<file path="config.mk">
export PLATFORM = sky130hd
export DESIGN_NAME = hex_line_packet_replay_parser
export DESIGN_NICKNAME = d
export VERILOG_FILES = /design/src/rtl/hlpr_pkg.sv /design/src/rtl/hlpr_front.sv /design/src/rtl/hlpr_queue.sv /design/src/rtl/hlpr_back.sv /design/src/rtl/hex_line_packet_replay_parser.sv
export SDC_FILE = /design/constraint.sdc
export NUM_CORES = 1
export LEC_CHECK = 0
export BUFFER_PORTS_ARGS = -buffer_cell sky130_fd_sc_hd__buf_2
export CORE_ASPECT_RATIO = 1.1
export CORE_MARGIN = 2
export CORE_UTILIZATION = 55
export CTS_BUF_LIST = sky130_fd_sc_hd__clkbuf_8 sky130_fd_sc_hd__clkbuf_16
export DETAILED_ROUTE_END_ITERATION = 6
export PLACE_DENSITY = 0.78
export SLEW_MARGIN = 20
export SYNTH_ARGS = -nofsm -noshare
export SYNTH_HDL_FRONTEND = slang
export SYNTH_HIERARCHICAL = 1
export SYNTH_SLANG_ARGS = --single-unit
</file>
<file path="constraint.sdc">
create_clock -name clk -period 12.05 [get_ports clk]
set_input_delay 1.8075 -clock clk [delete_from_list [all_inputs] [get_ports clk]]
set_output_delay 1.8075 -clock clk [all_outputs]
set_load 0.05 [all_outputs]
</file>
<file path="src/rtl/hlpr_pkg.sv">
// Shared types, codes and character helpers for the hex line packet replay parser.
// No dependencies.
package hlpr_pkg;

  localparam int LEN_W = 7;

  localparam logic [1:0] KIND_BYTE   = 2'd0;
  localparam logic [1:0] KIND_DROP   = 2'd1;
  localparam logic [1:0] KIND_REFUSE = 2'd2;

  localparam logic [1:0] REASON_NONE     = 2'd0;
  localparam logic [1:0] REASON_NO_COLON = 2'd1;
  localparam logic [1:0] REASON_SHORT    = 2'd2;
  localparam logic [1:0] REASON_FRAMING  = 2'd3;

  localparam logic [1:0] JOB_EMIT   = 2'd0;
  localparam logic [1:0] JOB_DROP   = 2'd1;
  localparam logic [1:0] JOB_REFUSE = 2'd2;

  localparam logic [7:0] CH_NUL   = 8'h00;
  localparam logic [7:0] CH_TAB   = 8'h09;
  localparam logic [7:0] CH_LF    = 8'h0A;
  localparam logic [7:0] CH_VT    = 8'h0B;
  localparam logic [7:0] CH_FF    = 8'h0C;
  localparam logic [7:0] CH_CR    = 8'h0D;
  localparam logic [7:0] CH_SPACE = 8'h20;
  localparam logic [7:0] CH_HASH  = 8'h23;
  localparam logic [7:0] CH_PLUS  = 8'h2B;
  localparam logic [7:0] CH_MINUS = 8'h2D;
  localparam logic [7:0] CH_ZERO  = 8'h30;
  localparam logic [7:0] CH_NINE  = 8'h39;
  localparam logic [7:0] CH_COLON = 8'h3A;
  localparam logic [7:0] CH_UP_P  = 8'h50;
  localparam logic [7:0] CH_LO_H  = 8'h68;

  localparam logic [7:0] FRAME_HEAD = 8'hAA;
  localparam logic [7:0] FRAME_TAIL = 8'hAB;
  localparam int         MIN_PACKET = 6;

  typedef struct packed {
    logic       cmd;
    logic [7:0] char_byte;
  } item_t;

  typedef struct packed {
    logic [1:0]  kind;
    logic [7:0]  packet_byte;
    logic        last_byte;
    logic [1:0]  drop_reason;
    logic [31:0] packets_sent;
  } result_t;

  typedef struct packed {
    logic [1:0]       kind;
    logic [1:0]       reason;
    logic [LEN_W-1:0] len;
  } job_t;

  // bit 4 set: not a hex digit
  function automatic logic [4:0] hex_val(input logic [7:0] c);
    logic [4:0] v;
    v = 5'd16;
    if (c >= 8'h30 && c <= 8'h39) v = 5'(c - 8'h30);
    else if (c >= 8'h41 && c <= 8'h46) v = 5'(c - 8'h37);
    else if (c >= 8'h61 && c <= 8'h66) v = 5'(c - 8'h57);
    return v;
  endfunction

  function automatic logic [7:0] prefix_char(input logic is_pkt, input logic [1:0] p);
    logic [7:0] c;
    case (p)
      2'd0:    c = is_pkt ? 8'h50 : 8'h68;
      2'd1:    c = is_pkt ? 8'h4B : 8'h65;
      2'd2:    c = is_pkt ? 8'h54 : 8'h78;
      default: c = is_pkt ? 8'h3A : 8'h3D;
    endcase
    return c;
  endfunction

endpackage

</file>
<file path="src/rtl/hlpr_front.sv">
// Front end: accepts characters and ticks, parses lines, fills the packet store
// and queues emit/drop/refuse jobs. Depends on hlpr_pkg.
module hlpr_front
  import hlpr_pkg::*;
#(
  parameter int MAX_PACKET    = 64,
  parameter int LINE_CAPACITY = 256
) (
  input  logic                          clk,
  input  logic                          rst,
  input  logic                          enable_we,
  input  logic                          enable_wdata,
  input  logic                          item_valid,
  output logic                          item_stall,
  input  item_t                         item,
  input  logic                          q_full,
  output logic                          push,
  output job_t                          push_job,
  input  logic                          emit_done,
  output logic                          wr_en,
  output logic [$clog2(MAX_PACKET)-1:0] wr_addr,
  output logic [7:0]                    wr_data
);

  localparam int IDX_W = $clog2(MAX_PACKET);
  localparam int PL_W  = $clog2(MAX_PACKET + 1);
  localparam int LC_W  = $clog2(LINE_CAPACITY);
  localparam logic [PL_W-1:0] PL_MAX  = PL_W'(MAX_PACKET);
  localparam logic [PL_W-1:0] PL_MIN  = PL_W'(MIN_PACKET);
  localparam logic [LC_W-1:0] LC_LAST = LC_W'(LINE_CAPACITY - 1);

  localparam logic [3:0] PH_START    = 4'd0;
  localparam logic [3:0] PH_IGNORE   = 4'd1;
  localparam logic [3:0] PH_PFX_PKT  = 4'd2;
  localparam logic [3:0] PH_PFX_HEX  = 4'd3;
  localparam logic [3:0] PH_DLY_WS   = 4'd4;
  localparam logic [3:0] PH_DLY_DIG  = 4'd5;
  localparam logic [3:0] PH_DLY_SEEK = 4'd6;
  localparam logic [3:0] PH_BLANK    = 4'd7;
  localparam logic [3:0] PH_HEX_HI   = 4'd8;
  localparam logic [3:0] PH_HEX_LO   = 4'd9;
  localparam logic [3:0] PH_HEX_END  = 4'd10;

  logic            enable, enable_next;
  logic [LC_W-1:0] line_count, line_count_next;
  logic [3:0]      phase, phase_next;
  logic [2:0]      prog, prog_next;
  logic [31:0]     delay_value, delay_value_next;
  logic [32:0]     delay_acc, delay_acc_next;
  logic            delay_neg, delay_neg_next;
  logic [3:0]      high_nib, high_nib_next;
  logic [PL_W-1:0] plen, plen_next;
  logic            content_ended, content_ended_next;
  logic            pending, pending_next;
  logic [31:0]     elapsed, elapsed_next;
  logic            emit_busy, emit_busy_next;
  logic [7:0]      first_b, first_b_next;
  logic [7:0]      last_b, last_b_next;

  logic        accept, do_clear, is_data, is_blank, is_pkt;
  logic [3:0]  in_ph;
  logic [7:0]  c;
  logic [4:0]  hv;
  logic [3:0]  dig;
  logic [36:0] acc_mul;
  logic [31:0] elapsed_inc;

  assign item_stall = emit_busy || q_full;
  assign accept     = item_valid && !item_stall;
  assign c          = item.char_byte;
  assign hv         = hex_val(c);
  assign dig        = c[3:0];
  assign is_blank   = (c == CH_SPACE) || (c == CH_TAB);
  assign is_pkt     = (phase == PH_PFX_PKT);
  assign acc_mul    = ({4'b0, delay_acc} << 3) + ({4'b0, delay_acc} << 1) + 37'(dig);
  assign elapsed_inc = elapsed + 32'd1;

  always_comb begin
    enable_next        = enable;
    line_count_next    = line_count;
    phase_next         = phase;
    prog_next          = prog;
    delay_value_next   = delay_value;
    delay_acc_next     = delay_acc;
    delay_neg_next     = delay_neg;
    high_nib_next      = high_nib;
    plen_next          = plen;
    content_ended_next = content_ended;
    pending_next       = pending;
    elapsed_next       = elapsed;
    emit_busy_next     = emit_busy;
    first_b_next       = first_b;
    last_b_next        = last_b;
    do_clear           = 1'b0;
    is_data            = 1'b0;
    in_ph              = phase;
    push               = 1'b0;
    push_job.kind      = JOB_DROP;
    push_job.reason    = REASON_NONE;
    push_job.len       = LEN_W'(plen);
    wr_en              = 1'b0;
    wr_addr            = plen[IDX_W-1:0];
    wr_data            = {high_nib, hv[3:0]};

    if (emit_done) emit_busy_next = 1'b0;

    if (accept && enable) begin
      if (item.cmd) begin
        if (pending) begin
          elapsed_next = elapsed_inc;
          if (elapsed_inc >= delay_value) begin
            pending_next   = 1'b0;
            push           = 1'b1;
            push_job.kind  = JOB_EMIT;
            emit_busy_next = 1'b1;
            do_clear       = 1'b1;
          end
        end
      end else if (pending) begin
        push          = 1'b1;
        push_job.kind = JOB_REFUSE;
      end else if (c == CH_LF || c == CH_CR) begin
        if (line_count != '0) begin
          do_clear = 1'b1;
          if (phase == PH_DLY_WS || phase == PH_DLY_DIG || phase == PH_DLY_SEEK) begin
            push            = 1'b1;
            push_job.reason = REASON_NO_COLON;
          end else if (phase >= PH_BLANK && phase <= PH_HEX_END && plen != '0) begin
            if (plen < PL_MIN) begin
              push            = 1'b1;
              push_job.reason = REASON_SHORT;
            end else if (first_b != FRAME_HEAD || last_b != FRAME_TAIL) begin
              push            = 1'b1;
              push_job.reason = REASON_FRAMING;
            end else if (delay_value != '0) begin
              // hold packet, start the tick count
              do_clear           = 1'b0;
              pending_next       = 1'b1;
              elapsed_next       = '0;
              line_count_next    = '0;
              phase_next         = PH_START;
              content_ended_next = 1'b0;
            end else begin
              push           = 1'b1;
              push_job.kind  = JOB_EMIT;
              emit_busy_next = 1'b1;
            end
          end
        end
      end else if (line_count < LC_LAST) begin
        line_count_next = line_count + 1'b1;
        if (!content_ended) begin
          if (c == CH_NUL) begin
            if (phase == PH_START || phase == PH_PFX_PKT || phase == PH_PFX_HEX)
              phase_next = PH_IGNORE;
            else
              content_ended_next = 1'b1;
          end else begin
            case (phase)
              PH_START: begin
                if (c == CH_HASH) phase_next = PH_IGNORE;
                else if (c == CH_UP_P) begin
                  phase_next = PH_PFX_PKT;
                  prog_next  = 3'd1;
                end else if (c == CH_LO_H) begin
                  phase_next = PH_PFX_HEX;
                  prog_next  = 3'd1;
                end else begin
                  is_data = 1'b1;
                  in_ph   = PH_BLANK;
                end
              end
              PH_PFX_PKT, PH_PFX_HEX: begin
                if (c != prefix_char(is_pkt, prog[1:0])) phase_next = PH_IGNORE;
                else begin
                  prog_next = {1'b0, prog[1:0]} + 3'd1;
                  if (prog[1:0] == 2'd3) phase_next = is_pkt ? PH_DLY_WS : PH_BLANK;
                end
              end
              PH_DLY_WS: begin
                if (c == CH_COLON) phase_next = PH_BLANK;
                else if (is_blank || c == CH_VT || c == CH_FF) phase_next = PH_DLY_WS;
                else if (c == CH_PLUS || c == CH_MINUS) begin
                  delay_neg_next = (c == CH_MINUS);
                  phase_next     = PH_DLY_DIG;
                end else if (c >= CH_ZERO && c <= CH_NINE) begin
                  delay_acc_next = 33'(dig);
                  phase_next     = PH_DLY_DIG;
                end else phase_next = PH_DLY_SEEK;
              end
              PH_DLY_DIG: begin
                if (c == CH_COLON) phase_next = PH_BLANK;
                else if (c >= CH_ZERO && c <= CH_NINE) begin
                  if (acc_mul > 37'h0_FFFF_FFFF) delay_acc_next = 33'h1_0000_0000;
                  else delay_acc_next = acc_mul[32:0];
                end else phase_next = PH_DLY_SEEK;
              end
              PH_DLY_SEEK: begin
                if (c == CH_COLON) phase_next = PH_BLANK;
              end
              PH_BLANK, PH_HEX_HI, PH_HEX_LO: is_data = 1'b1;
              default: ;
            endcase
            // colon closes the delay field
            if (c == CH_COLON &&
                (phase == PH_DLY_WS || phase == PH_DLY_DIG || phase == PH_DLY_SEEK)) begin
              if (delay_acc[32]) delay_value_next = '1;
              else if (delay_neg) delay_value_next = 32'd0 - delay_acc[31:0];
              else delay_value_next = delay_acc[31:0];
            end
            if (is_data) begin
              if (in_ph == PH_BLANK && is_blank) phase_next = PH_BLANK;
              else if (in_ph == PH_HEX_LO) begin
                if (hv[4] || plen >= PL_MAX) phase_next = PH_HEX_END;
                else begin
                  wr_en       = 1'b1;
                  last_b_next = wr_data;
                  if (plen == '0) first_b_next = wr_data;
                  plen_next  = plen + 1'b1;
                  phase_next = (plen + 1'b1 >= PL_MAX) ? PH_HEX_END : PH_HEX_HI;
                end
              end else begin
                if (hv[4]) phase_next = PH_HEX_END;
                else begin
                  high_nib_next = hv[3:0];
                  phase_next    = PH_HEX_LO;
                end
              end
            end
          end
        end
      end
    end

    if (enable_we && enable_wdata != enable) begin
      enable_next = enable_wdata;
      if (enable_wdata) begin
        do_clear     = 1'b1;
        pending_next = 1'b0;
        elapsed_next = '0;
      end
    end

    if (do_clear) begin
      line_count_next    = '0;
      phase_next         = PH_START;
      prog_next          = '0;
      delay_value_next   = '0;
      delay_acc_next     = '0;
      delay_neg_next     = 1'b0;
      high_nib_next      = '0;
      plen_next          = '0;
      content_ended_next = 1'b0;
    end
  end

  always_ff @(posedge clk) begin
    if (rst) begin
      enable        <= 1'b0;
      line_count    <= '0;
      phase         <= PH_START;
      prog          <= '0;
      delay_value   <= '0;
      delay_acc     <= '0;
      delay_neg     <= 1'b0;
      high_nib      <= '0;
      plen          <= '0;
      content_ended <= 1'b0;
      pending       <= 1'b0;
      elapsed       <= '0;
      emit_busy     <= 1'b0;
      first_b       <= '0;
      last_b        <= '0;
    end else begin
      enable        <= enable_next;
      line_count    <= line_count_next;
      phase         <= phase_next;
      prog          <= prog_next;
      delay_value   <= delay_value_next;
      delay_acc     <= delay_acc_next;
      delay_neg     <= delay_neg_next;
      high_nib      <= high_nib_next;
      plen          <= plen_next;
      content_ended <= content_ended_next;
      pending       <= pending_next;
      elapsed       <= elapsed_next;
      emit_busy     <= emit_busy_next;
      first_b       <= first_b_next;
      last_b        <= last_b_next;
    end
  end

  a_no_pending_while_emit: assert property (@(posedge clk) disable iff (rst)
    !(pending && emit_busy)) else $error("pending packet during replay");
  a_len_bound: assert property (@(posedge clk) disable iff (rst)
    plen <= PL_MAX) else $error("packet length overrun");
  a_no_store_write_in_replay: assert property (@(posedge clk) disable iff (rst)
    emit_busy |-> !wr_en) else $error("store written during replay");

endmodule

</file>
<file path="src/rtl/hlpr_queue.sv">
// Two-entry job queue between front and back end.
// Depends on hlpr_pkg.
module hlpr_queue
  import hlpr_pkg::*;
(
  input  logic clk,
  input  logic rst,
  input  logic push,
  input  job_t push_job,
  input  logic pop,
  output job_t head,
  output logic empty,
  output logic full
);

  job_t       entries [2];
  logic       wptr, rptr;
  logic [1:0] count;

  assign empty = (count == 2'd0);
  assign full  = (count == 2'd2);
  assign head  = entries[rptr];

  always_ff @(posedge clk) begin
    if (push) entries[wptr] <= push_job;
  end

  always_ff @(posedge clk) begin
    if (rst) begin
      wptr  <= 1'b0;
      rptr  <= 1'b0;
      count <= 2'd0;
    end else begin
      if (push) wptr <= ~wptr;
      if (pop) rptr <= ~rptr;
      count <= count + {1'b0, push} - {1'b0, pop};
    end
  end

  a_no_overflow: assert property (@(posedge clk) disable iff (rst)
    push |-> !full) else $error("job queue overflow");
  a_no_underflow: assert property (@(posedge clk) disable iff (rst)
    pop |-> !empty) else $error("job queue underflow");
  a_count_track: assert property (@(posedge clk) disable iff (rst)
    (push && !pop && !full) |=> !empty) else $error("pushed job lost");

endmodule

</file>
<file path="src/rtl/hlpr_back.sv">
// Back end: packet store, result register and byte replay of queued jobs.
// Depends on hlpr_pkg.
module hlpr_back
  import hlpr_pkg::*;
#(
  parameter int MAX_PACKET = 64
) (
  input  logic                          clk,
  input  logic                          rst,
  input  logic                          wr_en,
  input  logic [$clog2(MAX_PACKET)-1:0] wr_addr,
  input  logic [7:0]                    wr_data,
  input  logic                          q_empty,
  input  job_t                          head,
  output logic                          pop,
  output logic                          emit_done,
  output logic                          result_valid,
  input  logic                          result_stall,
  output result_t                       result
);

  localparam int IDX_W = $clog2(MAX_PACKET);
  localparam logic [0:0] ST_IDLE = 1'b0;
  localparam logic [0:0] ST_EMIT = 1'b1;

  logic [7:0]       store [MAX_PACKET];
  logic [7:0]       rd_q;
  logic [0:0]       state;
  logic [IDX_W-1:0] idx, idx_next;
  logic [LEN_W-1:0] len;
  logic [31:0]      count;
  logic             load, last;

  assign load      = !result_valid || !result_stall;
  assign pop       = (state == ST_IDLE) && !q_empty && load;
  assign last      = (LEN_W'(idx) + 1'b1) == len;
  assign emit_done = (state == ST_EMIT) && load && last;

  always_comb begin
    if (state == ST_EMIT) begin
      if (load && !last) idx_next = idx + 1'b1;
      else if (load) idx_next = '0;
      else idx_next = idx;
    end else begin
      idx_next = '0;
    end
  end

  always_ff @(posedge clk) begin
    if (wr_en) store[wr_addr] <= wr_data;
    rd_q <= store[idx_next];
  end

  always_ff @(posedge clk) begin
    if (rst) begin
      state        <= ST_IDLE;
      result_valid <= 1'b0;
      count        <= '0;
      idx          <= '0;
      len          <= '0;
    end else begin
      idx <= idx_next;
      if (load) result_valid <= 1'b0;
      if (pop) begin
        result.packet_byte  <= '0;
        result.last_byte    <= 1'b0;
        result.packets_sent <= count;
        case (head.kind)
          JOB_EMIT: begin
            count <= count + 32'd1;
            len   <= head.len;
            state <= ST_EMIT;
          end
          JOB_DROP: begin
            result_valid       <= 1'b1;
            result.kind        <= KIND_DROP;
            result.drop_reason <= head.reason;
          end
          JOB_REFUSE: begin
            result_valid       <= 1'b1;
            result.kind        <= KIND_REFUSE;
            result.drop_reason <= REASON_NONE;
          end
          default: ;
        endcase
      end
      if (state == ST_EMIT && load) begin
        result_valid        <= 1'b1;
        result.kind         <= KIND_BYTE;
        result.packet_byte  <= rd_q;
        result.last_byte    <= last;
        result.drop_reason  <= REASON_NONE;
        result.packets_sent <= count;
        if (last) state <= ST_IDLE;
      end
    end
  end

  a_done_shows_last: assert property (@(posedge clk) disable iff (rst)
    emit_done |=> result_valid && result.last_byte && result.kind == KIND_BYTE)
    else $error("replay end without last byte");
  a_idx_in_range: assert property (@(posedge clk) disable iff (rst)
    (state == ST_EMIT) |-> (LEN_W'(idx) < len)) else $error("replay index past length");
  a_count_step: assert property (@(posedge clk) disable iff (rst)
    (pop && head.kind == JOB_EMIT) |=> count == $past(count) + 32'd1)
    else $error("packet counter missed a packet");

endmodule

</file>
<file path="src/rtl/hex_line_packet_replay_parser.sv">
// Hex line packet replay parser: characters or millisecond ticks in, packet bytes and
// line status out. A character or tick that causes at most one result is taken while no
// replay runs and the job queue has room; a drop or refuse result waits in a two-job queue
// while input goes on. A line that emits a packet holds the input while the back end
// replays the packet store one byte per cycle through the result register; a slow
// result side stretches the hold further. There is no clearing pass after reset.
// Top level; depends on hlpr_pkg, hlpr_front, hlpr_queue and hlpr_back.
module hex_line_packet_replay_parser
  import hlpr_pkg::*;
#(
  parameter int MAX_PACKET    = 64,
  parameter int LINE_CAPACITY = 256
) (
  input  logic    clk,
  input  logic    rst,
  input  logic    enable_we,
  input  logic    enable_wdata,
  input  logic    item_valid,
  output logic    item_stall,
  input  item_t   item,
  output logic    result_valid,
  input  logic    result_stall,
  output result_t result
);

  localparam int IDX_W = $clog2(MAX_PACKET);

  logic             q_full, q_empty, push, pop, emit_done, wr_en;
  job_t             push_job, head;
  logic [IDX_W-1:0] wr_addr;
  logic [7:0]       wr_data;

  hlpr_front #(
    .MAX_PACKET   (MAX_PACKET),
    .LINE_CAPACITY(LINE_CAPACITY)
  ) u_front (
    .clk         (clk),
    .rst         (rst),
    .enable_we   (enable_we),
    .enable_wdata(enable_wdata),
    .item_valid  (item_valid),
    .item_stall  (item_stall),
    .item        (item),
    .q_full      (q_full),
    .push        (push),
    .push_job    (push_job),
    .emit_done   (emit_done),
    .wr_en       (wr_en),
    .wr_addr     (wr_addr),
    .wr_data     (wr_data)
  );

  hlpr_queue u_queue (
    .clk     (clk),
    .rst     (rst),
    .push    (push),
    .push_job(push_job),
    .pop     (pop),
    .head    (head),
    .empty   (q_empty),
    .full    (q_full)
  );

  hlpr_back #(
    .MAX_PACKET(MAX_PACKET)
  ) u_back (
    .clk         (clk),
    .rst         (rst),
    .wr_en       (wr_en),
    .wr_addr     (wr_addr),
    .wr_data     (wr_data),
    .q_empty     (q_empty),
    .head        (head),
    .pop         (pop),
    .emit_done   (emit_done),
    .result_valid(result_valid),
    .result_stall(result_stall),
    .result      (result)
  );

endmodule
</file>
# Word-level counts from Yosys, hierarchy flattened
# Memory sizes are Yosys's and may differ from the RTL's. A register that Yosys moved wholly into a read port is not among the register bits.
# Index checks and enable logic that the tools add are counted.
[word_totals]
regBits = 239
latchBits = 0
ram_bits = 534
romBits = 0
inputBits = 15
out_inout_bits = 47
word_cells = 405
memories = 2
[memory_table]
columns = ["memory", "depth", "word_bits", "read_ports", "rd_clocked_by_memory_dff", "wr", "line_no", "text"]
rows = [
  ["u_back.store", 64, 8, 1, 1, 1, "hlpr_back.sv:26", "logic [7:0] store [MAX_PACKET];"],
  ["u_queue.entries", 2, 11, 1, 1, 1, "hlpr_queue.sv:16", "job_t entries [2];"],
]
[op_classes]
n_addsub = 15
multipliers = 0
div = 0
n_lt_le_gt_ge = 14
eq_ne = 54
shifts = 0
muxes = 213
bitwise = 15
n_reduce_logical = 64
[ops]
columns = ["cell", "count"]
rows = [
  ["$mux 32", 15],
  ["$mux 33", 7],
  ["$mux 4", 41],
  ["$mux 8", 16],
  ["$mux 1", 96],
  ["$pmux 33 s2", 1],
  ["$add 32x1->32 const B", 2],
  ["$mux 45", 1],
  ["$reduce_and 11->1", 4],
  ["$mux 43", 1],
  ["$eq 8x4->1 const B", 5],
  ["$eq 8x6->1 const B", 5],
  ["$mux 2", 19],
  ["$add 36x34->37", 1],
  ["$add 37x4->37", 1],
  ["$gt 37x32->1 const B", 1],
  ["$mux 6", 6],
  ["$ge 32x32->1", 1],
  ["$reduce_bool 32->1", 1],
  ["$sub 1x32->32 const A", 1],
  ["$ne 2x2->1 const B", 13],
  ["$pmux 8 s3", 1],
  ["$eq 4x3->1 const B", 5],
  ["$pmux 4 s5", 1],
  ["other kinds (58)", 130],
]

# Depth between registers and ports, before layout
[depth]
word_depth = 25
ltp_mapped = 21
ltp_nobuf = 20

# By module
# The synthesis kept the hierarchy.
[modules_own_cells]
columns = ["mod", "n_inst", "cells_per_inst", "area_each_um2", "seq_area_each_um2"]
rows = [
  ["hlpr_back", 1, 1893, 24698.7, 17827.1],
  ["hlpr_front", 1, 1390, 10924.2, 2862.7],
  ["hlpr_queue", 1, 55, 1008.5, 760.7],
]

# Least setup slack after synthesis
# OpenSTA, ideal clock, no wires.
[synth_timing]
kind = "input to register"
from = "in item[1] in the netlist's numbering"
to = "mem u_back.store[0][2], data pin"
setup_ns = 0.731
t_arrival_ns = 5.757
t_required_ns = 11.319
slack_ns = 5.563
path_stages = 8
n_path_buf = 1
cell_sequence = "clkbuf_1 > inv_1 > ha_1 > nor2_1 > a2111o_1 > a31oi_1 > nand2_1 > o21ai_0"
[synth_between]
elab_chain_cells = 5
elab_cells_between_ends = 15
classes_between = "add/sub (3); order compare (6); mux (3); reduce/logical (3)"
[synth_lines]
columns = ["item", "line_no", "text"]
rows = [
  ["start: declaration", "hex_line_packet_replay_parser.sv:20", "input item_t item,"],
  ["$ge 8x7->1 or $le 8x7->1 (tied branches)", "hlpr_pkg.sv:65", "else if (c >= 8'h61 && c <= 8'h66) v = 5'(c - 8'h57);"],
  ["$logic_and 1x1->1", "hlpr_pkg.sv:65", ""],
  ["$mux 5", "hlpr_pkg.sv:65", ""],
  ["$mux 5", "hlpr_pkg.sv:64", "else if (c >= 8'h41 && c <= 8'h46) v = 5'(c - 8'h37);"],
  ["$mux 5 (*)", "hlpr_pkg.sv:63", "if (c >= 8'h30 && c <= 8'h39) v = 5'(c - 8'h30);"],
  ["via wr_data[2]", "hex_line_packet_replay_parser.sv:31", "logic [7:0] wr_data;"],
  ["end: declaration", "hlpr_back.sv:26", ""],
]
# Mark *: on every way through the listed nets, which the timed path passes. The rest lies on a longest branch.

# Worst setup path in the final report
[layout_timing]
from = "reg u_front.elapsed[0]"
to = "mem u_queue/entries[0][4] in the netlist's numbering (enable)"
[layout_between]
elab_chain_cells = 8
[layout_lines]
columns = ["item", "line_no", "text"]
rows = [
  ["start: declaration", "hlpr_front.sv:55", "logic [31:0] elapsed, elapsed_next;"],
  ["start signal: assignment", "hlpr_front.sv:286", "elapsed <= elapsed_next;"],
  ["$add 32x1->32", "hlpr_front.sv:76", "assign elapsed_inc = elapsed + 32'd1;"],
  ["$ge 32x32->1", "hlpr_front.sv:111", "if (elapsed_inc >= delay_value) begin"],
  ["$mux 1", "hlpr_front.sv:111", ""],
  ["$mux 1", "hlpr_front.sv:109", "if (pending) begin"],
  ["$mux 1", "hlpr_front.sv:108", "if (item.cmd) begin"],
  ["$mux 1", "hlpr_front.sv:107", "if (accept && enable) begin"],
  ["via push", "hex_line_packet_replay_parser.sv:28", "logic q_full, q_empty, push, pop, emit_done, wr_en;"],
  ["$mux 1", "hlpr_queue.sv:25", "if (push) entries[wptr] <= push_job;"],
  ["$mux 1 (not written as such)", "hlpr_queue.sv:25", ""],
  ["end: declaration", "hlpr_queue.sv:16", ""],
]
# The timed path passes the listed nets, and every way through them passes these cells.

==> qor.txt <==
DRT
--------------------------------------------------------------------------------------------------
Average vias per placed instance                                                              6.22
DRC violation count after routing                                                                0
Total via count in the routed design                                                         26.4k
Detailed router's first-iteration violation count                                            2,676
WL/cell                                                                                    20.9 um
Sum of routed wire length over all layers                                                88,600 um
DRT Pass-1 Iters                                                                                 6
Antenna Nets Post-Route                                                                          0

PLACE
--------------------------------------------------------------------------------------------------
PortBufs                                                                                        61
DP Worst Slack                                                                             5970 ps
Final RePlAce weighted congestion                                                            0.886
Cell area reported after detailed placement                                            37,400 um^2
Final HPWL DP                                                                            55,200 um

GRT
--------------------------------------------------------------------------------------------------
Number of antenna violations at the first check in global routing                                0
Overflow left after global routing                                                               0
Pin count of the biggest net entering global routing                                           219
Via count of the first global-routing pass                                                   25.2k
Wire length of the first global-routing pass                                            139,000 um
Overall Global Routing Usage                                                                 25.5%

STA
--------------------------------------------------------------------------------------------------
Unrepaired setup endpoints after global routing                                                 no
Max-slew violation count                                                                         0
Maximum achievable frequency                                                             0.163 GHz
Final sum of negative setup slack                                                             0 ps
Final Hold Vio Count                                                                             0
Final cycle utilization of the critical path                                                 50.9%
Post-Route Skew                                                                            42.5 ps
Finish-stage setup viols                                                                         0
Least setup slack across all paths after layout                                            5920 ps
Post-layout minimum cycle time                                                             6130 ps
Max-slew headroom at the worst pin                                                           21.8%
Transition time at the pin with the least slew margin                                      1170 ps

CTS
--------------------------------------------------------------------------------------------------
CTS Buf Count                                                                                   74
Clock transition time at the flip-flop clock pins of the worst setup and hold paths          60 ps
Number of buffers on the longest clock path                                                      3
Clock network latency to the later pin of the worst-skew pair                               640 ps
TritonCTS clock tree                                                                           yes
Setup Buffers After CTS                                                                          0
Deepest level of the CTS H-tree                                                                  3
Post-cts resize count                                                                            0
Master cell of the clock root buffer                                                     clkbuf_16
CTS sink cnt                                                                                   782
Count of hold buffers inserted by post-cts repair                                                0

YOSYS
--------------------------------------------------------------------------------------------------
Most used standard cell by instance count after synthesis                                 edfxtp_1
Post-synth design cell area                                                            36,600 um^2
Adder-Cell Fraction of Synth Area                                                            4.20%
Mapped Nets                                                                                  3,474
Cell type with the highest aggregate area in the netlist                                  edfxtp_1
Yosys reg bits                                                                                 782
Main area contributors after synthesis                                                edfxtp_1 47%, dfxtp_1 11%, nand2_1 4.4%
Number of warnings reported in the yosys synthesis log                                           6
Synthesized-area fraction occupied by and/or/nand/nor cells                                  17.0%
Xor/xnor cell area share of the yosys netlist                                                3.59%
Number of enable flip-flop cells after synthesis                                               579
Part of the Yosys area used for sequential elements                                          58.6%
Synth Area in Compound Gates                                                                 11.2%
Flip-flop cell with the highest count after synthesis                                     edfxtp_1
Post-synth top cells                                                                  579 x edfxtp_1, 430 x nand2_1, 371 x nor2_1
Proportion of synthesized area in mux cells                                                  2.28%
FFs w/ async S/R, synth                                                                         0%
Share of the synthesized area in the top cell type                                           47.5%
Number of distinct standard cells referenced by the synthesized netlist                         96
Main combinational cell family by area after synthesis                                simple AND/OR/NAND/NOR gates
Average cell area after synthesis                                                        11.0 um^2
Synthesized instance count                                                                   3,338

FINAL LAYOUT
--------------------------------------------------------------------------------------------------
Final non-filler cell area                                                             39,700 um^2
# diodes                                                                                         0
Area growth from synthesis to layout                                                         8.44%
Fraction of final layout cells sized beyond drive strength 1                                 7.93%
NumNets Final                                                                                3,459

FLOORPLANNING
--------------------------------------------------------------------------------------------------
Starting utilization of the core area                                                        55.4%
Die extent in y                                                                             275 um
Number of primary I/O pins                                                                      62
Core Box Area                                                                          66,100 um^2
Die Outline Area                                                                       68,700 um^2
Horiz. Die Dim                                                                              250 um
# rows                                                                                          99

CRITICAL PATH
--------------------------------------------------------------------------------------------------
Top fanout value on the critical path                                                           11
CP arrival                                                                                 6370 ps
Required time worst endpoint                                                             12,290 ps
Crit path launch type                                                                     register
Endpoint class of the critical path                                                       register
Worst setup path class                                                                register to register

POWER AND IR DROP
--------------------------------------------------------------------------------------------------
Total design power                                                                         5.76 mW
Max IR drop VDD                                                                         0.000107 V
Power per cell area                                                                    145 nW/um^2
Static leakage                                                                             14.8 nW

RUN
--------------------------------------------------------------------------------------------------
MaxCap Viol Count                                                                                0

RUN STATUS
--------------------------------------------------------------------------------------------------
Result of the run                                                                     complete, no violations

HOLD PATH
--------------------------------------------------------------------------------------------------
Hold crit path type                                                                   register to register

## per-layer routing
layer / GRT usage, % / wire length (um) / up-vias
li1: - / - / 12200
met1: 32.9 / 34900 / 12700
met2: 42.9 / 42700 / 1195
met3: 4.28 / 7310 / 252
met4: 11.0 / 3700 / 0
met5: 0 / 0 / -
## cell usage in the layout (no fill, tap or decap), drive strengths merged, types with 25 or more instances in the layout
master and n:
edfxtp 579, nand2 431, nor2 374, a21oi 207, dfxtp 203, nand3 192, ha 119, buf 95
inv 90, xnor2 81, clkbuf 81, nor3 74, o21ai 71, mux2i 65, xor2 63, nand4 54
a22oi 48, and3 44, a211oi 43, a22o 38, a31oi 33, a21o 31, clkinv 26, nor2b 25
## metrics by stage
| step | instances | hold WS (ps) | util, % |
|---|---|---|---|
| floorplan | 3338 | 427 | - |
| global placement | 4105 | 437 | 56.6 |
| detailed placement | 4105 | 444 | 56.6 |
| CTS | 4238 | 453 | 60.0 |
| global route | 4238 | 473 | 60.1 |
| finish | 4238 | 454 | 60.1 |
## final cells by class
| type | count | area, um^2 |
|---|---|---|
| tap | 858 | 1070 |
| fill | 5157 | 26400 |
| inverter | 70 | 263 |
| clock inverter | 52 | 297 |
| clock buffer | 81 | 1970 |
| multi-input combinational | 2300 | 14100 |
| sequential | 782 | 21500 |
| timing repair buffer | 95 | 573 |
## power by group
part,switching [mW],total (mW),internal (mW)
Clock,0.980,2.20,1.22
Combinational,0.445,0.601,0.156
Sequential,0.0330,2.96,2.93
## kinds of logic (layout without fill, tap and decap cells)
kind of cell	after synthesis	after routing
buffers and inverters	256	298
AOI/OAI and AO/OA	615	615
xor gates and xnor gates	146	146
DFF	782	782
adders and majority gates	122	122
and+or+nand+nor	1337	1337
muxes	80	80
## final timing paths
check                          start               endpoint  slack, ps  cells after the start
setup / recovery  u_front/elapsed[0]  u_queue/entries[0][4]       5920                     16
hold / removal    u_front/first_b[7]     u_front/first_b[7]        450                      2
setup reg to reg  u_front/elapsed[0]  u_queue/entries[0][4]       5920                     16
hold reg to reg   u_front/first_b[7]     u_front/first_b[7]        450                      2
## sequential cells by signal, summed over array words and instances (netlist names), 2 cells and up, named ones only
register	count
u_back/store	512
u_back/result	45
u_front/delay_acc	33
u_back/count	32
u_front/delay_value	32
u_front/elapsed	32
u_queue/entries	22
u_back/rd_q	8
u_front/first_b	8
u_front/last_b	8
u_front/line_count	8
u_back/len	7
u_front/plen	7
u_back/idx	6
u_front/high_nib	4
u_front/phase	4
u_front/prog	2
u_queue/count	2
## critical path, cell delays in order (launching register included)
cell	delay, ps
dfxtp_1	390
ha_1	250
and3_1	230
and3_1	300
nor4b_1	820
nand2_1	280
nor2_1	240
nand4_1	190
xnor2_1	170
ha_1	290
nand4_1	100
or2_2	320
or4_1	500
o21ai_0	420
a21oi_1	180
a21oi_1	320
nor2b_1	760
Note: power is estimated with default switching activity, not from simulation.
